<file path="config.mk">
export PLATFORM = sky130hd
export DESIGN_NAME = lfrt_ctrl
export DESIGN_NICKNAME = d
export VERILOG_FILES = /design/src/rtl/core/lfrt_pkg.sv /design/src/rtl/core/lfrt_ctrl.sv
export VERILOG_INCLUDE_DIRS = /design/src /design/src/rtl/core
export SDC_FILE = /design/constraint.sdc
export NUM_CORES = 1
export LEC_CHECK = 0
export ABC_CLOCK_PERIOD_IN_PS = 1200
export BUFFER_PORTS_ARGS = -buffer_cell sky130_fd_sc_hd__buf_2
export CAP_MARGIN = 10
export CORE_AREA = 2 2 39 41
export DETAILED_ROUTE_END_ITERATION = 10
export DIE_AREA = 0 0 41 43
export PLACE_DENSITY = 0.45
export SLEW_MARGIN = 0
export SYNTH_ARGS = -nofsm -noshare
export SYNTH_HDL_FRONTEND = slang
export SYNTH_SLANG_ARGS = --single-unit
</file>
<file path="constraint.sdc">
create_clock -name clk_i -period 1.2 [get_ports clk_i]
set_input_delay 0.24 -clock clk_i [delete_from_list [all_inputs] [get_ports clk_i]]
set_output_delay 0.24 -clock clk_i [all_outputs]
set_load 0.01 [all_outputs]
</file>
<file path="src/rtl/core/list_freshness_reuse_tracker_macros.svh">
`ifndef LIST_FRESHNESS_REUSE_TRACKER_MACROS_SVH
`define LIST_FRESHNESS_REUSE_TRACKER_MACROS_SVH

// same-cycle check, off while reset is low
`define LFRT_ASSERT(lbl, prop, msg) \
  lbl: assert property (@(posedge clk_i) disable iff (!rst_ni) (prop)) else $error(msg);

// check in the cycle after the trigger, off while reset is low
`define LFRT_ASSERT_NEXT(lbl, trig, cons, msg) \
  lbl: assert property (@(posedge clk_i) disable iff (!rst_ni) (trig) |=> (cons)) else $error(msg);

`endif

</file>
<file path="src/rtl/core/lfrt_pkg.sv">
package lfrt_pkg;

  localparam int NODES_DEF  = 256;
  localparam int WINDOW_DEF = 64;

  // reuse thresholds in percent of the window
  localparam int PCT_SCALE = 100;
  localparam int DIS_PCT   = 10;
  localparam int EN_PCT    = 15;

  localparam int ID_W    = 9;
  localparam int OP_W    = 2;
  localparam int EPOCH_W = 32;

  localparam logic [OP_W-1:0] LIST_OP_NONE = 2'd0;
  localparam logic [OP_W-1:0] LIST_OP_GEN  = 2'd1;

  // input tdata layout
  localparam int OP_LSB     = 0;
  localparam int NODE_LSB   = 2;
  localparam int PAR_LSB    = 11;
  localparam int MUT_LSB    = 20;
  localparam int MNODE_LSB  = 21;
  localparam int IN_DATA_W  = 32;
  localparam int OUT_DATA_W = 8;

  typedef struct packed {
    logic accept;    // latch item, read node entry
    logic rd_par;    // capture node entry, read parent entry
    logic upd;       // node entry update, read mutation target
    logic mut;       // mutation write
    logic walk;      // clearing pass step
    logic out_load;  // load output register
  } lfrt_cmd_t;

  typedef struct packed {
    logic in_clear;
    logic cnt_last;
    logic out_free;
  } lfrt_sts_t;

endpackage

</file>
<file path="src/rtl/core/lfrt_ctrl.sv">
`include "list_freshness_reuse_tracker_macros.svh"

module lfrt_ctrl (
  input  logic               clk_i,
  input  logic               rst_ni,
  input  logic               s_axis_tvalid,
  output logic               s_axis_tready,
  input  lfrt_pkg::lfrt_sts_t sts_i,
  output lfrt_pkg::lfrt_cmd_t cmd_o
);
  import lfrt_pkg::*;

  localparam logic [2:0] S_INIT = 3'd0;
  localparam logic [2:0] S_IDLE = 3'd1;
  localparam logic [2:0] S_RDP  = 3'd2;
  localparam logic [2:0] S_UPD  = 3'd3;
  localparam logic [2:0] S_MUT  = 3'd4;
  localparam logic [2:0] S_HOLD = 3'd5;
  localparam logic [2:0] S_CLR  = 3'd6;

  logic [2:0] state_q, state_d;
  logic       accept;

  assign accept        = (state_q == S_IDLE) && s_axis_tvalid;
  assign s_axis_tready = (state_q == S_IDLE);

  always_comb begin
    state_d = state_q;
    cmd_o   = '0;
    case (state_q)
      S_INIT: begin
        cmd_o.walk = 1'b1;
        if (sts_i.cnt_last) begin
          state_d = S_IDLE;
        end
      end
      S_IDLE: begin
        if (accept) begin
          cmd_o.accept = 1'b1;
          state_d      = sts_i.in_clear ? S_CLR : S_RDP;
        end
      end
      S_RDP: begin
        cmd_o.rd_par = 1'b1;
        state_d      = S_UPD;
      end
      S_UPD: begin
        cmd_o.upd = 1'b1;
        state_d   = S_MUT;
      end
      S_MUT: begin
        cmd_o.mut = 1'b1;
        if (sts_i.out_free) begin
          cmd_o.out_load = 1'b1;
          state_d        = S_IDLE;
        end else begin
          state_d = S_HOLD;
        end
      end
      S_HOLD: begin
        if (sts_i.out_free) begin
          cmd_o.out_load = 1'b1;
          state_d        = S_IDLE;
        end
      end
      S_CLR: begin
        cmd_o.walk = 1'b1;
        if (sts_i.cnt_last) begin
          if (sts_i.out_free) begin
            cmd_o.out_load = 1'b1;
            state_d        = S_IDLE;
          end else begin
            state_d = S_HOLD;
          end
        end
      end
      default: begin
        state_d = S_INIT;
      end
    endcase
  end

  always_ff @(posedge clk_i or negedge rst_ni) begin
    if (!rst_ni) begin
      state_q <= S_INIT;
    end else begin
      state_q <= state_d;
    end
  end

  `LFRT_ASSERT_NEXT(a_walk_holds, (state_q == S_CLR) && !sts_i.cnt_last, state_q == S_CLR, "clear walk left early")
  `LFRT_ASSERT_NEXT(a_task_starts, accept && !sts_i.in_clear, state_q == S_RDP, "task did not start lookup")
  `LFRT_ASSERT_NEXT(a_upd_to_mut, state_q == S_UPD, state_q == S_MUT, "update not followed by mutation step")

endmodule

</file>
==> summary.md <==
| Metric | Value |
|---|---|
| Outcome | finished with violations |
| Violated checks | negative setup slack |
| Core outline area | 1384 sq um |
| Skew final | 2.560 ps |
| Data arrival time at the worst-slack endpoint | 1110 ps |
| Biggest register | state_q |
| Antenna violations before repair | 0 |
| Clock root buffer master | sky130_fd_sc_hd__clkbuf_4 |
| Number of distinct standard cells referenced by the synthesized netlist | 19 |
| Power Dens Cells | 2740 nW/um^2 |
| Final number of hold-violating endpoints | 0 |
| X dimension of the die | 41 microns |
| Endpoint type of the worst setup path | primary output |
| Seq cells post-synth | 3 |
| Number of antenna repair diodes | 0 |
| Area after DPL | 316.6 sq um |
| Fraction of post-synthesis cell area in the top cell type by area | 0.3333 |
| CP Launch Type | flop |
| Cell count after synthesis | 26 |
| Final sum of negative setup slack | -856.0 ps |
| CP cell instances | buf_6, xor2_1, nor2_1, buf_2 |
| Number of vias after detailed routing | 248 |
| Height of the chip | 43 microns |
| Leading cell types by total area after synthesis | sky130_fd_sc_hd__dfrtp_1 33%, sky130_fd_sc_hd__and3_1 5.6%, sky130_fd_sc_hd__nor3b_2 5.6% |
| Slowest Stage Delay on Critical Path | 380 ps |
| Count of filler cells inserted in the layout | 165 |
| Post-Syn Nets | 32 |
| Top Ports | 13 |
| Clock Latency Late Sink | 230 ps |
| Worst IR Drop VDD | 0.0009524 V |
| Number of buffers between clock root and the deepest sink | 2 |
| Slowest cell on the critical path | sky130_fd_sc_hd__dfrtp_1 |
| TritonCTS clock tree | built |
| Reg clk slew, reported paths | 40 ps |
| Total congestion overflow after global routing | 0 |
| Area of the multi-input gates | 147.6 sq um |
| Vias in the first global route | 238 |
| DR pass1 iterations | 3 |
| Net count reported at finish | 55 |
| TritonCTS Buffers | 3 |
| Number of vias per cell after detailed routing | 3.875 |
| Maximum number of pins on one net before global-route repair | 12 |
| Post-layout worst setup margin | -149.0 ps |
| Cell type with the highest aggregate area in the netlist | sky130_fd_sc_hd__dfrtp_1 |
| Placement Rows | 14 |
| Final Cycle Share | 1.124 |
| Last weighted congestion value of the routability-driven placer | 0.6304 |
| Total routed wirelength | 589 microns |
| Sum of buffers and inverters on the critical path | 2 |
| Rel. slew slack | 0.8610 |
| DRC viols | 0 |
| CTS HTree Levels | 1 |
| Starting density of the core | 0.1627 |
| Number of max-slew violations in the final report | 0 |
| Die Area | 1763 sq um |
| Input/output buffers | 12 |
| Initial detailed-routing violation count | 2 |
| Syn avg cell area | 8.662 sq um |
| Share of the core filled with cells | 0.3011 |
| Top flop regs | state_q (3) |
| Largest fanout of any net on the critical path | 4 |
| Synthesis-to-layout area growth | 85.00% |
| Largest delay share family, worst path | flip-flops |
| Worst EP required | 960 ps |
| RSZ-0062 raised after global routing | yes |
| Path type of the worst setup path | reg -> out |
| Total Routing Usage GR | 0.07948 |
| Slew at the pin closest to its max-slew limit | 206.6 ps |
| Total leakage power | 0.2166 nW |
| Share of final-layout standard cells stronger than drive strength 1 | 0.6250 |
| Post-synth design cell area | 225.2 sq um |
| Top achievable clock speed | 741.3 MHz |
| Sequential-to-total area share from yosys stat | 0.3333 |
| Number of clock sinks | 3 |
| Final worst path period need | 1349 ps |
| Max reg flops | 3 |
| Antenna-violating nets left | 0 |
| Fin area | 416.7 sq um |
| Path class of the lowest-slack min-delay path | in -> reg |
| WL per Instance | 9.203 microns |
| Register area | 77.57 sq um |
| Number of max-cap violations | 0 |
| Post-detailed-placement half-perimeter wirelength | 441.8 microns |
| Number of warning messages in the yosys log | 0 |
| Global-route wire length before repair | 917 microns |
| Number of setup violations in the final report | 7 |
final timing paths:
check / slack (ps) / startpoint / end / cells after the start
hold / removal: 320 / sts_i[2] / state_q[2] / 3
hold reg to reg: 610 / state_q[1] / state_q[0] / 1
min in group asynchronous: 330 / rst_ni / state_q[2] / 2
setup reg to reg: 70 / state_q[0] / state_q[1] / 5
setup / recovery: -150 / state_q[2] / cmd_o[1] / 4
max in group asynchronous: 760 / rst_ni / state_q[0] / 2
tightest hold or removal path, cell delays in order:
cell and delay (ps):
sky130_fd_sc_hd__buf_2 80, sky130_fd_sc_hd__a21oi_1 60, sky130_fd_sc_hd__o32ai_2 120
timing repair:
item / in CTS / in global routing
hold buffers: 1 / 0
resized for setup: 7 / 5
pin swaps: 1 / 3
endpoints found under the hold margin: 3 / 0
setup buffers: 2 / 1
endpoints found under the setup margin: 7 / 8
report_power, final:
group	internal, W	leakage [nW]	switching [W]
clock network	0.000125	0.0150	0.0000526
registers	0.000159	0.0349	0.000105
logic	0.000404	0.167	0.000295
cells in the mapped netlist:
library cell	number
sky130_fd_sc_hd__inv_1	3
sky130_fd_sc_hd__a21oi_1	2
sky130_fd_sc_hd__and3_1	2
sky130_fd_sc_hd__o21ai_0	1
sky130_fd_sc_hd__nor2_1	2
sky130_fd_sc_hd__and2_2	1
sky130_fd_sc_hd__o32ai_1	1
sky130_fd_sc_hd__nor3_1	1
sky130_fd_sc_hd__o22ai_1	1
sky130_fd_sc_hd__nand2b_2	1
sky130_fd_sc_hd__xor2_1	1
sky130_fd_sc_hd__dfrtp_1	3
sky130_fd_sc_hd__a31o_1	1
sky130_fd_sc_hd__nor3b_2	1
sky130_fd_sc_hd__nand2_1	1
sky130_fd_sc_hd__buf_6	1
sky130_fd_sc_hd__and3_2	1
sky130_fd_sc_hd__a21boi_0	1
sky130_fd_sc_hd__o21a_1	1
kinds of logic after synthesis:
kind of cell	synth area share
compound gates	0.2389
xor+xnor	0.03890
buf+inv	0.09999
flops	0.3333
simple gates	0.2889
cell type report:
type	count	area share
Clock buffer	4	0.06306
Inverter	3	0.03303
Multi-Input combinational cell	19	0.3544
Sequential cell	3	0.1862
Tap cell	16	0.04805
Timing Repair Buffer	19	0.3153
per-stage QoR:
step,total power [W],hold WS (ps),setup WS [ps],std cells
after floorplan,0.0005627,-55.59,97.37,26
after global placement,0.0007514,39.28,-16.15,56
after detailed placement,0.0007574,36.76,-34.48,56
after CTS,0.001044,317.3,-161.1,63
after global routing,0.001253,315.9,-204.2,64
final,0.001142,322.7,-149.0,64
cells in the final DEF, fill, tap and decap left out, types with 2 or more instances in the layout:
| cell | count |
|---|---|
| sky130_fd_sc_hd__and3_1 | 2 |
| sky130_fd_sc_hd__dfrtp_2 | 2 |
| sky130_fd_sc_hd__buf_4 | 5 |
| sky130_fd_sc_hd__buf_6 | 3 |
| sky130_fd_sc_hd__buf_2 | 10 |
| sky130_fd_sc_hd__inv_1 | 2 |
| sky130_fd_sc_hd__a21oi_1 | 2 |
| sky130_fd_sc_hd__clkbuf_4 | 3 |
routing by layer:
| metal | up-vias | part of all wire | global-route usage |
|---|---|---|---|
| met5 | - | 0 | 0 |
| met4 | 0 | 0 | 0.06000 |
| met3 | 0 | 0.098 | 0.04188 |
| met2 | 10 | 0.46 | 0.1031 |
| met1 | 102 | 0.44 | 0.09385 |
| li1 | 136 | - | - |
(Power assumes the default switching activity.)
